### config.mk
export PLATFORM = sky130hd
export DESIGN_NAME = load_cell_calibration_sequencer
export DESIGN_NICKNAME = d
export VERILOG_FILES = /design/src/lccs_pkg.sv /design/src/lccs_divider.sv /design/src/load_cell_calibration_sequencer.sv
export SDC_FILE = /design/constraint.sdc
export NUM_CORES = 1
export LEC_CHECK = 0
export BUFFER_PORTS_ARGS = -buffer_cell sky130_fd_sc_hd__buf_2
export CORE_UTILIZATION = 35
export DETAILED_ROUTE_END_ITERATION = 10
export GPL_TIMING_DRIVEN = 0
export HOLD_SLACK_MARGIN = 0.08
export PLACE_DENSITY = 0.49
export SLEW_MARGIN = 20
export SYNTH_ARGS = -nofsm -noshare
export SYNTH_HDL_FRONTEND = slang
export SYNTH_SLANG_ARGS = --single-unit
export TNS_END_PERCENT = 30
### constraint.sdc
create_clock -name clk_i -period 15.2 [get_ports clk_i]
set_input_delay 1.52 -clock clk_i [delete_from_list [all_inputs] [get_ports clk_i]]
set_output_delay 1.52 -clock clk_i [all_outputs]
set_load 0.1 [all_outputs]
### src/lccs_pkg.sv
`timescale 1ns / 1ps

package lccs_pkg;

  // Digit entry geometry and fixed-point format of the factor.
  localparam int DigitCount   = 6;
  localparam int FractionBits = 8;

  // Field widths of the items.
  localparam int OpWidth      = 2;
  localparam int RawWidth     = 24;
  localparam int ModeWidth    = 2;
  localparam int GramsWidth   = 20;
  localparam int PosWidth     = 3;
  localparam int StatusWidth  = 3;
  localparam int FactorWidth  = 42;

  // Configuration port geometry.
  localparam int DataWidth    = 32;
  localparam int AddrWidth    = 3;
  localparam int IndexWidth   = AddrWidth - 2;
  localparam logic [GramsWidth-1:0] MaxGramsReset = GramsWidth'(50000);

  // Internal widths derived from the digit count and the factor format.
  localparam int SelWidth     = (DigitCount > 1) ? $clog2(DigitCount) : 1;
  localparam int WeightWidth  = 4 * DigitCount;
  localparam int DiffWidth    = RawWidth;
  localparam int ScaleWidth   = 10;
  localparam int ProdWidth    = DiffWidth + ScaleWidth;
  localparam int NumWidth     = ProdWidth + FractionBits;
  localparam int QuotWidth    = (NumWidth > FactorWidth) ? NumWidth : FactorWidth;
  localparam int DivCntWidth  = $clog2(QuotWidth + 1);

  // Grams to kilograms scaling.
  localparam logic [ScaleWidth-1:0] GramsPerKg = ScaleWidth'(1000);
  localparam logic [3:0] DigitMax = 4'd9;

  typedef enum logic [OpWidth-1:0] {
    OP_START   = 2'd0,
    OP_UP      = 2'd1,
    OP_SHIFT   = 2'd2,
    OP_CONFIRM = 2'd3
  } op_e;

  typedef enum logic [ModeWidth-1:0] {
    MODE_NORMAL = 2'd0,
    MODE_EDIT   = 2'd1,
    MODE_WAIT   = 2'd2
  } mode_e;

  typedef enum logic [StatusWidth-1:0] {
    STATUS_NONE     = 3'd0,
    STATUS_REJECTED = 3'd1,
    STATUS_CAPTURED = 3'd2,
    STATUS_SUCCESS  = 3'd3,
    STATUS_INVALID  = 3'd4
  } status_e;

  typedef enum logic [IndexWidth-1:0] {
    REG_MAX_GRAMS = 1'd0
  } reg_index_e;

  typedef enum logic [2:0] {
    ST_IDLE,
    ST_EXEC,
    ST_CHECK,
    ST_MUL,
    ST_DSTART,
    ST_DIV,
    ST_DONE
  } state_e;

  typedef logic [DigitCount-1:0][3:0] digits_t;

  typedef struct packed {
    op_e                        operation;
    logic signed [RawWidth-1:0] raw_reading;
  } in_item_t;

  typedef struct packed {
    mode_e                   mode;
    logic [GramsWidth-1:0]   entered_grams;
    logic [PosWidth-1:0]     digit_position;
    status_e                 status;
    logic [FactorWidth-1:0]  factor_q8;
  } out_item_t;

  // Request to and response from the serial divider.
  typedef struct packed {
    logic                   start;
    logic [QuotWidth-1:0]   numerator;
    logic [WeightWidth-1:0] denominator;
  } div_req_t;

  typedef struct packed {
    logic                 done;
    logic [QuotWidth-1:0] quotient;
  } div_rsp_t;

  // Decimal digits to binary weight, most significant digit first.
  function automatic logic [WeightWidth-1:0] compose_weight(digits_t d);
    logic [WeightWidth-1:0] acc;
    acc = '0;
    for (int i = DigitCount - 1; i >= 0; i--) begin
      acc = WeightWidth'(acc * WeightWidth'(10)) + WeightWidth'(d[i]);
    end
    return acc;
  endfunction

  // Clamp the quotient to the width of the factor field.
  function automatic logic [FactorWidth-1:0] saturate_factor(logic [QuotWidth-1:0] q);
    logic [FactorWidth-1:0] res;
    if (|(q >> FactorWidth)) begin
      res = '1;
    end else begin
      res = q[FactorWidth-1:0];
    end
    return res;
  endfunction

endpackage

### src/lccs_divider.sv
`timescale 1ns / 1ps

module lccs_divider (
  input  logic               clk_i,
  input  logic               rst_ni,
  input  lccs_pkg::div_req_t req_i,
  output lccs_pkg::div_rsp_t rsp_o
);

  logic                                busy_q, busy_d;
  logic                                done_q, done_d;
  logic [lccs_pkg::DivCntWidth-1:0]    cnt_q, cnt_d;
  logic [lccs_pkg::QuotWidth-1:0]      num_q, num_d;
  logic [lccs_pkg::WeightWidth-1:0]    rem_q, rem_d;
  logic [lccs_pkg::WeightWidth-1:0]    den_q, den_d;
  logic [lccs_pkg::WeightWidth:0]      rem_shift;
  logic [lccs_pkg::WeightWidth:0]      rem_sub;
  logic                                fits;

  // One restoring step: bring down the next numerator bit and try a subtract.
  assign rem_shift = {rem_q, num_q[lccs_pkg::QuotWidth-1]};
  assign rem_sub   = rem_shift - {1'b0, den_q};
  assign fits      = (rem_shift >= {1'b0, den_q});

  // The numerator register fills with quotient bits from the bottom.
  always_comb begin
    busy_d = busy_q;
    done_d = 1'b0;
    cnt_d  = cnt_q;
    num_d  = num_q;
    rem_d  = rem_q;
    den_d  = den_q;
    if (req_i.start) begin
      busy_d = 1'b1;
      cnt_d  = lccs_pkg::DivCntWidth'(lccs_pkg::QuotWidth);
      num_d  = req_i.numerator;
      rem_d  = '0;
      den_d  = req_i.denominator;
    end else if (busy_q) begin
      rem_d = fits ? rem_sub[lccs_pkg::WeightWidth-1:0]
                   : rem_shift[lccs_pkg::WeightWidth-1:0];
      num_d = {num_q[lccs_pkg::QuotWidth-2:0], fits};
      cnt_d = cnt_q - lccs_pkg::DivCntWidth'(1);
      if (cnt_q == lccs_pkg::DivCntWidth'(1)) begin
        busy_d = 1'b0;
        done_d = 1'b1;
      end
    end
  end

  always_ff @(posedge clk_i or negedge rst_ni) begin
    if (!rst_ni) begin
      busy_q <= 1'b0;
      done_q <= 1'b0;
      cnt_q  <= '0;
    end else begin
      busy_q <= busy_d;
      done_q <= done_d;
      cnt_q  <= cnt_d;
    end
  end

  always_ff @(posedge clk_i) begin
    num_q <= num_d;
    rem_q <= rem_d;
    den_q <= den_d;
  end

  assign rsp_o.done     = done_q;
  assign rsp_o.quotient = num_q;

endmodule

### src/load_cell_calibration_sequencer.sv
`timescale 1ns / 1ps

// Channel   Handshake                 Payload
// input     in_valid_i / in_ready_o   in_item_i  (operation, raw_reading)
// output    out_valid_o / out_ready_i out_item_o (mode, grams, position, status, factor)
// config    psel/penable/pwrite       paddr, pwdata, prdata (max_grams at 0x0)
//
// Start, up, shift and confirms without a divide pass from decode (ST_EXEC) to handoff (ST_DONE);
// an up in edit mode passes ST_CHECK between them, which checks the limit. The next item is
// taken once the sequencer is back in ST_IDLE. A calibrating confirm goes through decode,
// multiply, divider start, the bit-serial divider (one quotient bit per cycle, 42 bits),
// divider finish and handoff.
// One item is worked at a time; in_ready_o is high only while the sequencer is idle.
// The result sits in an output register, so a stalled output holds only the next finish.
// Reset is asynchronous and active low; no clearing pass is needed.

module load_cell_calibration_sequencer (
  input  logic                                 clk_i,
  input  logic                                 rst_ni,
  input  logic                                 in_valid_i,
  output logic                                 in_ready_o,
  input  lccs_pkg::in_item_t                   in_item_i,
  output logic                                 out_valid_o,
  input  logic                                 out_ready_i,
  output lccs_pkg::out_item_t                  out_item_o,
  input  logic                                 psel,
  input  logic                                 penable,
  input  logic                                 pwrite,
  input  logic [lccs_pkg::AddrWidth-1:0]       paddr,
  input  logic [lccs_pkg::DataWidth-1:0]       pwdata,
  output logic [lccs_pkg::DataWidth-1:0]       prdata,
  output logic                                 pready
);

  lccs_pkg::state_e                       state_q, state_d;
  lccs_pkg::op_e                          op_q, op_d;
  logic signed [lccs_pkg::RawWidth-1:0]   raw_q, raw_d;
  lccs_pkg::mode_e                        mode_q, mode_d;
  lccs_pkg::digits_t                      digits_q, digits_d;
  logic [lccs_pkg::SelWidth-1:0]          sel_q, sel_d;
  logic signed [lccs_pkg::RawWidth-1:0]   ref_q, ref_d;
  logic [lccs_pkg::FactorWidth-1:0]       factor_q, factor_d;
  lccs_pkg::status_e                      status_q, status_d;
  logic [lccs_pkg::DiffWidth-1:0]         diff_q, diff_d;
  logic [lccs_pkg::ProdWidth-1:0]         prod_q, prod_d;
  logic [lccs_pkg::GramsWidth-1:0]        max_grams_q;
  logic                                   out_valid_q, out_valid_d;
  lccs_pkg::out_item_t                    out_q, out_d;

  logic [lccs_pkg::WeightWidth-1:0]       grams;
  logic                                   grams_bad;
  logic signed [lccs_pkg::RawWidth:0]     diff_full;
  logic                                   out_free;
  logic                                   cfg_write;
  logic [lccs_pkg::IndexWidth-1:0]        cfg_index;
  lccs_pkg::div_req_t                     div_req;
  lccs_pkg::div_rsp_t                     div_rsp;

  // Configuration register; every access completes at once.
  assign pready    = 1'b1;
  assign cfg_index = paddr[lccs_pkg::AddrWidth-1:2];
  assign cfg_write = psel && penable && pwrite
                     && (cfg_index == lccs_pkg::REG_MAX_GRAMS);
  assign prdata    = (cfg_index == lccs_pkg::REG_MAX_GRAMS)
                     ? lccs_pkg::DataWidth'(max_grams_q) : '0;

  always_ff @(posedge clk_i or negedge rst_ni) begin
    if (!rst_ni) begin
      max_grams_q <= lccs_pkg::MaxGramsReset;
    end else if (cfg_write) begin
      max_grams_q <= pwdata[lccs_pkg::GramsWidth-1:0];
    end
  end

  // Weight from the digits and the loaded-minus-empty difference.
  assign grams     = lccs_pkg::compose_weight(digits_q);
  assign grams_bad = (grams == '0)
                     || (grams > lccs_pkg::WeightWidth'(max_grams_q));
  assign diff_full = {raw_q[lccs_pkg::RawWidth-1], raw_q}
                     - {ref_q[lccs_pkg::RawWidth-1], ref_q};
  assign out_free  = !out_valid_q || out_ready_i;

  // Serial divider for the factor.
  assign div_req.start       = (state_q == lccs_pkg::ST_DSTART);
  assign div_req.numerator   = lccs_pkg::QuotWidth'(prod_q) << lccs_pkg::FractionBits;
  assign div_req.denominator = grams;

  lccs_divider u_divider (
    .clk_i (clk_i),
    .rst_ni(rst_ni),
    .req_i (div_req),
    .rsp_o (div_rsp)
  );

  assign in_ready_o = (state_q == lccs_pkg::ST_IDLE);

  // Sequencer: next state and datapath updates.
  always_comb begin
    state_d     = state_q;
    op_d        = op_q;
    raw_d       = raw_q;
    mode_d      = mode_q;
    digits_d    = digits_q;
    sel_d       = sel_q;
    ref_d       = ref_q;
    factor_d    = factor_q;
    status_d    = status_q;
    diff_d      = diff_q;
    prod_d      = prod_q;
    out_valid_d = out_valid_q && !out_ready_i;
    out_d       = out_q;

    unique case (state_q)
      lccs_pkg::ST_IDLE: begin
        if (in_valid_i) begin
          op_d     = in_item_i.operation;
          raw_d    = in_item_i.raw_reading;
          status_d = lccs_pkg::STATUS_NONE;
          state_d  = lccs_pkg::ST_EXEC;
        end
      end

      lccs_pkg::ST_EXEC: begin
        state_d = lccs_pkg::ST_DONE;
        unique case (op_q)
          lccs_pkg::OP_START: begin
            digits_d = '0;
            sel_d    = '0;
            mode_d   = lccs_pkg::MODE_EDIT;
          end
          lccs_pkg::OP_UP: begin
            if (mode_q == lccs_pkg::MODE_EDIT) begin
              digits_d[sel_q] = (digits_q[sel_q] >= lccs_pkg::DigitMax)
                                ? 4'd0 : digits_q[sel_q] + 4'd1;
              state_d = lccs_pkg::ST_CHECK;
            end
          end
          lccs_pkg::OP_SHIFT: begin
            if (mode_q == lccs_pkg::MODE_EDIT) begin
              sel_d = (sel_q == lccs_pkg::SelWidth'(lccs_pkg::DigitCount - 1))
                      ? '0 : sel_q + lccs_pkg::SelWidth'(1);
            end
          end
          lccs_pkg::OP_CONFIRM: begin
            if (mode_q == lccs_pkg::MODE_EDIT) begin
              if (grams_bad) begin
                status_d = lccs_pkg::STATUS_REJECTED;
              end else begin
                ref_d    = raw_q;
                mode_d   = lccs_pkg::MODE_WAIT;
                status_d = lccs_pkg::STATUS_CAPTURED;
              end
            end else if (mode_q == lccs_pkg::MODE_WAIT) begin
              mode_d = lccs_pkg::MODE_NORMAL;
              if (!diff_full[lccs_pkg::RawWidth] && (diff_full != '0) && (grams != '0)) begin
                diff_d  = diff_full[lccs_pkg::DiffWidth-1:0];
                state_d = lccs_pkg::ST_MUL;
              end else begin
                status_d = lccs_pkg::STATUS_INVALID;
              end
            end
          end
          default: ;
        endcase
      end

      // Weight above the limit falls back to zero.
      lccs_pkg::ST_CHECK: begin
        if (grams > lccs_pkg::WeightWidth'(max_grams_q)) begin
          digits_d = '0;
        end
        state_d = lccs_pkg::ST_DONE;
      end

      lccs_pkg::ST_MUL: begin
        prod_d  = lccs_pkg::ProdWidth'(diff_q) * lccs_pkg::ProdWidth'(lccs_pkg::GramsPerKg);
        state_d = lccs_pkg::ST_DSTART;
      end

      lccs_pkg::ST_DSTART: begin
        state_d = lccs_pkg::ST_DIV;
      end

      lccs_pkg::ST_DIV: begin
        if (div_rsp.done) begin
          factor_d = lccs_pkg::saturate_factor(div_rsp.quotient);
          status_d = lccs_pkg::STATUS_SUCCESS;
          state_d  = lccs_pkg::ST_DONE;
        end
      end

      // Hand the result to the output register once it has room.
      lccs_pkg::ST_DONE: begin
        if (out_free) begin
          out_d.mode           = mode_q;
          out_d.entered_grams  = grams[lccs_pkg::GramsWidth-1:0];
          out_d.digit_position = lccs_pkg::PosWidth'(sel_q);
          out_d.status         = status_q;
          out_d.factor_q8      = factor_q;
          out_valid_d          = 1'b1;
          state_d              = lccs_pkg::ST_IDLE;
        end
      end

      default: state_d = lccs_pkg::ST_IDLE;
    endcase
  end

  always_ff @(posedge clk_i or negedge rst_ni) begin
    if (!rst_ni) begin
      state_q     <= lccs_pkg::ST_IDLE;
      mode_q      <= lccs_pkg::MODE_NORMAL;
      digits_q    <= '0;
      sel_q       <= '0;
      ref_q       <= '0;
      factor_q    <= '0;
      status_q    <= lccs_pkg::STATUS_NONE;
      out_valid_q <= 1'b0;
    end else begin
      state_q     <= state_d;
      mode_q      <= mode_d;
      digits_q    <= digits_d;
      sel_q       <= sel_d;
      ref_q       <= ref_d;
      factor_q    <= factor_d;
      status_q    <= status_d;
      out_valid_q <= out_valid_d;
    end
  end

  // Item payload and arithmetic operands.
  always_ff @(posedge clk_i) begin
    op_q   <= op_d;
    raw_q  <= raw_d;
    diff_q <= diff_d;
    prod_q <= prod_d;
    out_q  <= out_d;
  end

  assign out_valid_o = out_valid_q;
  assign out_item_o  = out_q;

  // An accepted item closes the input until its result is produced.
  a_one_item: assert property (@(posedge clk_i) disable iff (!rst_ni)
    in_valid_i && in_ready_o |=> !in_ready_o)
    else $error("input accepted while an item is in progress");

  // The divider only finishes while the sequencer waits for it.
  a_div_done: assert property (@(posedge clk_i) disable iff (!rst_ni)
    div_rsp.done |-> state_q == lccs_pkg::ST_DIV)
    else $error("divider finished outside the divide phase");

  // The digit selector never leaves the digit range.
  a_sel_range: assert property (@(posedge clk_i) disable iff (!rst_ni)
    sel_q < lccs_pkg::SelWidth'(lccs_pkg::DigitCount))
    else $error("digit selector out of range");

endmodule

==> flow_summary.ini, run 1 <==
[run_status]
outcome = completed

[final_layout]
layout_commonest_cell = ha_1
nets = 2957
syn_to_final_growth_pct = 13.8
drive_above_1_share_pct = 13.8
stdcell_area_um2 = 28700
mostFrequentLayoutCells = 272 x ha_1, 209 x edfxtp_1, 180 x inv_1, 175 x nand2_1, 150 x buf_2
post-route-util_pct = 40.2

[global_route]
grt_max_degree = 68
grt_antenna_before_repair = 2
grt_pass1_vias = 17397
track_usage_pct = 15.4
grt_pass1_wl_mm = 92.1
grt-ovfl-total = 0

[timing]
finalCritPeriodShare_pct = 79.6
relSlewSlack_pct = 33.8
hold_viol_final = 0
fmax_ghz = 0.0826
worst_slew_pin_slew_ns = 0.991
finalCriticalPeriod_ns = 12.10
tns_ns = 0
finalClockSkew_ns = 0.0153
rsz0062_at_grt = false
slew_viol_final = 0
setup_viol = 0
post-route-worst-setup-slack_ns = 3.10

[cts]
clock-sinks = 371
cts_buffers = 43
clk_pin_slew_ns = 0.06
cts-root-buf = clkbuf_16
post-cts-setup-buffers = 0
cts_resized = 0
clkLatencyLatePin_ns = 0.58
cts_buffer_depth = 3
cts_hold_buffers = 0
cts_htree_levels = 2
cts_tree = done

[logic_synthesis]
syn_inst = 2312
syn_avg_cell_area_um2 = 10.9
seq_area_frac_synth_pct = 40.3
synthFlopType = edfxtp_1
muxShareOfSynthArea_pct = 5.11
yosys.area_share.simple_pct = 12.0
synth_xor_area_share_pct = 5.92
synth_compound_area_share_pct = 11.5
synth_top_family_by_area = adder cells
synth_edf_count = 209
synth_fa_ha_area_share_pct = 21.3
synthArstFlopShare_pct = 35.0
syn_area_um2 = 25200
synth.distinct_cells = 96
yosys_warnings = 0
ys_seq_elements = 371

[drt]
drc = 0
vias = 17259
first_pass_iters = 5
routedWlPerCell_um = 16.0
antenna_left = 0
drtIter0Drc = 822
viasPerCell = 4.92
wl_mm = 56.2

[critical_path]
worst_ep_arrival_time_ns = 12.56
slowest_delay_ns = 0.63
critPathLaunch = digits_q[21]
cp-endpoint = ref_q[21]
rr_startpoint = digits_q[21]
worstPathRequired_ns = 15.65
critPathSlowestCell = o21ai_0
r2r-end = ref_q[21]
critPathKind = reg -> reg
rrSetupSlack_ns = 3.10
crit_top_cell = ha_1
worstPathMaxFanout = 10
critPathLaunchType = flop
reg2reg_depth = 45
crit_path_end_kind = flop

[hold_path]
min_path_type = reg -> reg

[floorplan]
num_rows = 98
die_area_um2 = 73200
pin_count = 173
core_area_um2 = 71500
fp.dieH_um = 271
start_util_pct = 35.3
die-width_um = 271

[placement]
portBuffers = 145
dp_slack_ns = 2.91
post_dp_cell_area_um2 = 27300
gp_congestion = 0.829
hpwl_mm = 44.1

[job]
drv_cap = 0
final cells by class:
type	count	area, µm²
diodes	2	5.00
plain buffers	60	297
clock buffers	66	1250
clock inverters	14	165
fillers	6948	42700
inverters	182	683
multi-input cells	1712	14100
flip-flops and latches	371	10200
well taps	950	1190
repair buffers	149	822
worst min-delay path by stage:
| stage | end | cells after the start | startpoint | slack (ns) |
|---|---|---|---|---|
| after floorplan | out_item_o[0] | 0 | factor_q[0] | 0.42 |
| after global placement | out_item_o[8] | 0 | factor_q[8] | 0.43 |
| after detailed placement | out_item_o[17] | 0 | factor_q[17] | 0.43 |
| after CTS | out_item_o[5] | 0 | factor_q[5] | 0.45 |
| after global routing | out_item_o[21] | 0 | factor_q[21] | 0.45 |
| final | out_item_o[23] | 0 | factor_q[23] | 0.44 |
cell families after synthesis:
group,count (synthesis)
buffers and inverters,242
adder cells (fa/ha/maj),370
other,2
multiplexers,116
AND/OR/NAND/NOR,601
flip-flops,371
AO/OA/AOI/OAI,442
XOR/XNOR,168
state kept, by name (all words and copies together), names as in the netlist, 6 cells and up:
| name | cells |
|---|---|
| u_divider.cnt_q | 6 |
| max_grams_q | 20 |
| ref_q | 24 |
| digits_q | 24 |
| out_item_o | 70 |
| diff_q | 24 |
| prod_q | 31 |
| raw_q | 24 |
| u_divider.den_q | 24 |
| u_divider.rem_q | 24 |
| factor_q | 42 |
| u_divider.num_q | 42 |
metal layers:
metal  routed length (µm)  GRT usage [%]
met5                    0              0
met4                 1290           4.80
met3                 2130           2.09
met2                25100           24.5
met1                27700           21.8
stage by stage:
stage	std cells	hold WS, ns
4_1_cts	3504	0.446
2_1_floorplan	2325	0.419
5_1_grt	3504	0.454
3_3_place_gp	3420	0.428
3_5_place_dp	3424	0.431
6_report	3506	0.444
critical path, delay by kind of cell (launching register included):
family                     cells  cell delay (ns)
AOI/OAI and AO/OA              8             2.06
xor gates and xnor gates       8             1.93
adders and majority gates     12             3.76
buffers and inverters          6             0.82
DFF                            1             0.43
muxes                          1             0.31
and+or+nand+nor               10             2.64
Yosys cell counts (all sizes together), types with 7 or more instances:
cell type	n	share of area, %
nand4	12	0.30
or3	14	0.37
and3	21	0.52
nor2b	32	0.79
a22o	15	0.52
o21ai	104	2.2
o2bb2ai	13	0.45
or4	10	0.31
mux2i	30	1.2
o21bai	15	0.45
nand2b	24	0.59
or2	11	0.27
nand2	176	2.6
a21oi	111	2.2
buf	26	0.66
mux2	84	3.7
a31oi	18	0.47
xnor2	103	3.6
nand3	57	1.1
xor2	64	2.2
nor2	139	2.1
dfrtp	124	12
nor3	37	0.82
o211ai	12	0.36
fa	98	7.8
inv	182	2.7
and2	15	0.37
nor3b	7	0.23
a21boi	10	0.30
clkbuf	34	0.51
nor4	13	0.35
o31ai	11	0.40
o21a	30	0.89
a21o	39	1.2
ha	272	13
edfxtp	209	25
a211oi	20	0.63
dfxtp	32	2.5
nand3b	7	0.21
Power of run 1 is not shown: default switching activity piles up to over one toggle a cycle in this logic, so the estimate is an artifact.
==> run 2, diff against run 1 <==
- clock period: 15.2 -> 11.5 ns (I/O delays scaled with it)
==> flow_summary.ini, run 2 (same netlist as run 1, synthesis figures left out) <==
[run_status]
outcome = completed

[placement]
portBuffers = 145
hpwl_mm = 44.1
gp_congestion = 0.829
post_dp_cell_area_um2 = 27300

[timing]
hold_viol_final = 0
setup_viol = 0
finalCritPeriodShare_pct = 95.7
relSlewSlack_pct = 33.7
fmax_ghz = 0.0909
finalClockSkew_ns = 0.0131
finalCriticalPeriod_ns = 11.00
worst_slew_pin_slew_ns = 0.994
slew_viol_final = 0
hold_ws_ns = 0.443

[global_route]
grt-ovfl-total = 0
grt_max_degree = 68
grt_pass1_wl_mm = 92.2
grt_antenna_before_repair = 2
track_usage_pct = 15.4
grt_pass1_vias = 17416

[cts]
cts-root-buf = clkbuf_16
cts_htree_levels = 2
clkLatencyLatePin_ns = 0.58
cts_tree = done
cts_hold_buffers = 0
cts_buffers = 43
clock-sinks = 371
cts_buffer_depth = 3
clk_pin_slew_ns = 0.06

[floorplan]
start_util_pct = 35.3
num_rows = 98
core_area_um2 = 71500
fp.dieH_um = 271
die_area_um2 = 73200
pin_count = 173
die-width_um = 271

[critical_path]
critPathLaunchType = flop
slowest_delay_ns = 0.54
critPathSlowestCell = or3b_2
critPathKind = reg -> reg
worstPathMaxFanout = 10
crit_path_end_kind = flop
worstPathRequired_ns = 11.95
crit_top_cell = ha_1
rrSetupSlack_ns = 0.50
worst_ep_arrival_time_ns = 11.45

[final_layout]
multi_input_area_um2 = 14600
drive_above_1_share_pct = 17.4
layout_commonest_cell = ha_1
fillers = 6899
regArea_um2 = 10200
stdcell_area_um2 = 29400
largest_reg_flops = 70
nets = 2974
syn_to_final_growth_pct = 16.4
mostFrequentLayoutCells = 266 x ha_1, 209 x edfxtp_1, 180 x inv_1, 175 x nand2_1, 150 x buf_2

[hold_path]
min_path_type = reg -> reg

[drt]
drtIter0Drc = 830
antenna_left = 0
vias = 17423
routedWlPerCell_um = 16.1
drc = 0
first_pass_iters = 5
wl_mm = 56.7
viasPerCell = 4.95

[job]
drv_cap = 0
==> run 2: cell count changes in the layout (fill, tap and decap cells not counted), moves of 7 or more <==
cell	before	now
xnor2_1	102	84
a21oi_1	110	101
xor2_1	64	54
xor2_2	0	10
xnor2_2	1	18
buf_4	13	31
a21oi_2	1	8
==> run 2: worst paths after layout <==
check	from	endpoint	depth (start not counted)
max	digits_q[21]	ref_q[21]	44
min	factor_q[23]	out_item_o[23]	0
max reg2reg	digits_q[21]	ref_q[21]	44
min reg2reg	factor_q[23]	out_item_o[23]	0
max in group asynchronous	rst_ni	digits_q[5]	2
min in group asynchronous	rst_ni	factor_q[15]	1
==> run 2: stage by stage <==
stage                     TNS (ns)  setup WS [ns]  std cells  util, %
after global routing         -1.07        -0.0503       3521     41.1
after global placement      -57.17          -1.24       3420     38.1
after floorplan                  0          0.619       2325        -
after CTS                        0         0.0119       3504     40.3
final                            0          0.500       3522     41.1
after detailed placement    -37.18         -0.791       3424     38.2
==> run 2: timing repair <==
action,4_1_cts,5_1_grt
gates resized for setup,19,78
pin swaps,1,15
setup endpoints to repair,76,79
setup buffers,0,19
==> run 2: area by class of cell <==
type / count / area share [%]
Antenna cell: 1 / 0.00852
Tap cell: 950 / 4.04
Sequential cell: 371 / 34.6
Multi-Input combinational cell: 1712 / 49.9
Timing Repair Buffer: 168 / 3.33
Clock buffer: 66 / 4.27
Inverter: 182 / 2.32
Clock inverter: 14 / 0.562
Buffer: 58 / 0.984
==> run 2: metal layers <==
layer / wire length (µm) / share of wire [%] / vias to the layer above / GRT usage (%)
li1: - / - / 8706 / -
met5: 0 / 0 / - / 0
met1: 27700 / 49 / 8340 / 21.8
met2: 25500 / 45 / 299 / 24.6
met4: 1300 / 2.3 / 0 / 4.64
met3: 2170 / 3.8 / 78 / 2.01
==> run 2: worst max-delay path: cells and delay by family (launching register included) <==
kind	cells	cell delay [ns]
DFF	1	0.43
and+or+nand+nor	13	3.23
AOI/OAI and AO/OA	6	1.07
adders and majority gates	12	3.76
xor gates and xnor gates	8	1.45
muxes	1	0.31
buffers and inverters	4	0.60
Power of run 2 is left out for the same reason.
==> run 3, diff against run 2 <==
--- a/config.mk
+++ b/config.mk
@@ -7,2 +7,3 @@
 export LEC_CHECK = 0
+export ABC_AREA = 1
 export BUFFER_PORTS_ARGS = -buffer_cell sky130_fd_sc_hd__buf_2
--- a/constraint.sdc
+++ b/constraint.sdc
@@ -3,2 +3,2 @@
 set_output_delay 1.15 -clock clk_i [all_outputs]
-set_load 0.1 [all_outputs]
+set_load 0.05 [all_outputs]
==> flow_summary.ini, run 3 <==
[timing]
post-route-worst-setup-slack_ns = 0.722
relSlewSlack_pct = 38.4
slew_viol_final = 0
setup_viol = 0
fmax_ghz = 0.0928
finalCriticalPeriod_ns = 10.78
hold_ws_ns = 0.444
finalClockSkew_ns = 0.0382
hold_viol_final = 0
worst_slew_pin_slew_ns = 0.921
finalCritPeriodShare_pct = 93.7

[critical_path]
critPathLaunchType = flop
critPathSlowestCell = fa_1
worstPathRequired_ns = 11.79
worst_ep_arrival_time_ns = 11.07
worstPathMaxFanout = 11
critPathKind = reg -> reg
slowest_delay_ns = 0.55
crit_path_end_kind = flop
reg2reg_depth = 55
r2r-end = diff_q[13]
crit_top_cell = nand2_1
rrSetupSlack_ns = 0.72
rr_startpoint = digits_q[20]

[pwr]
seqPwrFrac_pct = 34.3
p_int_mw = 3.48
netSwitchingFraction_pct = 39.8
vdd_drop_max_mv = 0.120
p_leak_nw = 14.7
power.density_nw_per_um2 = 188
clock_power_share_pct = 25.5
power_frac_comb_pct = 40.2
p_sw_mw = 2.30

[drt]
wl_met1_mm = 29.7
routed-wl-met2_mm = 29.9
viasPerCell = 4.80
vias = 20184
wl_met3_mm = 2.36
antenna_left = 0
wl_mm = 63.1
routedWlPerCell_um = 15.0
drc = 9
top_layer_used = met4
first_pass_iters = 10
drtIter0Drc = 986

[floorplan]
die_area_um2 = 75600
die-width_um = 275
fp.dieH_um = 275
pin_count = 173
start_util_pct = 35.6
num_rows = 99
core_area_um2 = 73300

[logic_synthesis]
synth_top_cell_by_area = edfxtp_1
syn_inst = 2966
synthTopCellsByArea = edfxtp_1 24%, ha_1 13%, dfrtp_1 12%
synth_edf_count = 209
synth.distinct_cells = 64
yosys-top-cells-count = 635 x nand2_1, 441 x inv_1, 272 x ha_1
synth_most_common_cell = nand2_1
synth_top_area_share_pct = 24.1
seq_area_frac_synth_pct = 39.0
syn_area_um2 = 26100
syn_avg_cell_area_um2 = 8.79
ys_seq_elements = 371
synthArstFlopShare_pct = 35.0
yosys_warnings = 0
synthFlopType = edfxtp_1

[global_route]
grt_max_degree = 71
grt-ovfl-total = 0
grt_antenna_before_repair = 2
track_usage_pct = 16.7
grt_pass1_wl_mm = 102
grt_pass1_vias = 20140

[placement]
dp_slack_ns = -0.773
gp_congestion = 0.884
post_dp_cell_area_um2 = 28300
portBuffers = 145
dp.cells = 4096
hpwl_mm = 50.7

[cts]
clock-sinks = 371
cts_tree = done
cts-root-buf = clkbuf_16
cts_hold_buffers = 0
clkLatencyLatePin_ns = 0.59
cts_buffers = 44
cts_htree_levels = 2
cts_buffer_depth = 3
clk_pin_slew_ns = 0.06

[hold_path]
holdPathEnd = out_item_o[28]
hold_path.startpoint = factor_q[28]
min_path_type = reg -> reg
holdPathStages = 0

[run_status]
outcome = finished with violations
violations = design-rule violations

[final_layout]
mostFrequentLayoutCells = 624 x nand2_1, 440 x inv_1, 252 x ha_1, 209 x edfxtp_1, 201 x nor2_1
largest_reg_flops = 70
final_cells = 4201
post-route-util_pct = 41.9
layout_commonest_cell = nand2_1
drive_above_1_share_pct = 14.0
syn_to_final_growth_pct = 17.7
nets = 3644
num_antenna_cells = 0
stdcell_area_um2 = 30700

[job]
drv_cap = 0
==> run 3: kinds of logic after synthesis <==
kind of cell / after synthesis / share of synthesized area, %
adders and majority gates: 370 / 20.6
and+or+nand+nor: 1109 / 17.8
AOI/OAI and AO/OA: 470 / 10.2
buffers and inverters: 504 / 7.57
other: 2 / 0.0288
xor gates and xnor gates: 134 / 4.53
muxes: 6 / 0.259
DFF: 371 / 39.0
==> run 3: power groups by stage <==
stage          combinational [mW]  sequential, mW  clock, mW
5_1_grt                      2.62            2.02       1.57
3_3_place_gp                 2.22            2.02          0
4_1_cts                      2.33            1.99       1.52
6_report                     2.33            1.98       1.48
3_5_place_dp                 2.30            2.01          0
2_1_floorplan                1.48            2.17          0
==> run 3: repair_timing <==
action,CTS,global route
setup buffers,3,20
pin swaps,4,30
endpoints found under the setup margin,78,79
gates resized for setup,34,107
==> run 3: worst max-delay path by stage <==
| stage | start | to | slack [ns] |
|---|---|---|---|
| after detailed placement | digits_q[21] | digits_q[0] | -0.77 |
| after global placement | digits_q[21] | diff_q[23] | -2.40 |
| after global routing | digits_q[21] | digits_q[22] | -0.06 |
| after CTS | digits_q[20] | digits_q[22] | 0.04 |
| final | digits_q[20] | diff_q[13] | 0.72 |
| after floorplan | digits_q[21] | diff_q[0] | 0.20 |
==> run 3: cell type report <==
type,instances,area (µm²)
Fill cell,7344,42600
Multi-Input combinational cell,2104,14700
Sequential cell,371,10200
Inverter,451,1700
Clock buffer,63,1280
Tap cell,959,1200
Timing Repair Buffer,181,1110
Buffer,53,282
Clock inverter,19,279
==> run 3: per-stage QoR <==
stage	TNS (ns)	power [mW]
floorplan	0	3.65
global placement	-88.65	4.24
detailed placement	-49.48	4.31
CTS	0	5.84
global route	-0.437	6.20
finish	0	5.78
==> run 3: critical path: cells and delay by family, from the launching register on <==
kind                       cells  cell delay (ns)
xor gates and xnor gates       6             1.18
and+or+nand+nor               29             4.30
adders and majority gates     10             3.42
DFF                            1             0.44
buffers and inverters          7             0.77
AOI/OAI and AO/OA              3             0.36
==> run 3: routing by layer <==
layer / up-vias / GRT usage [%]
li1: 10278 / -
met1: 9517 / 22.5
met2: 311 / 28.4
met3: 78 / 1.88
met4: 0 / 4.06
met5: - / 0
No activity file was read; power rests on OpenSTA's default activity.
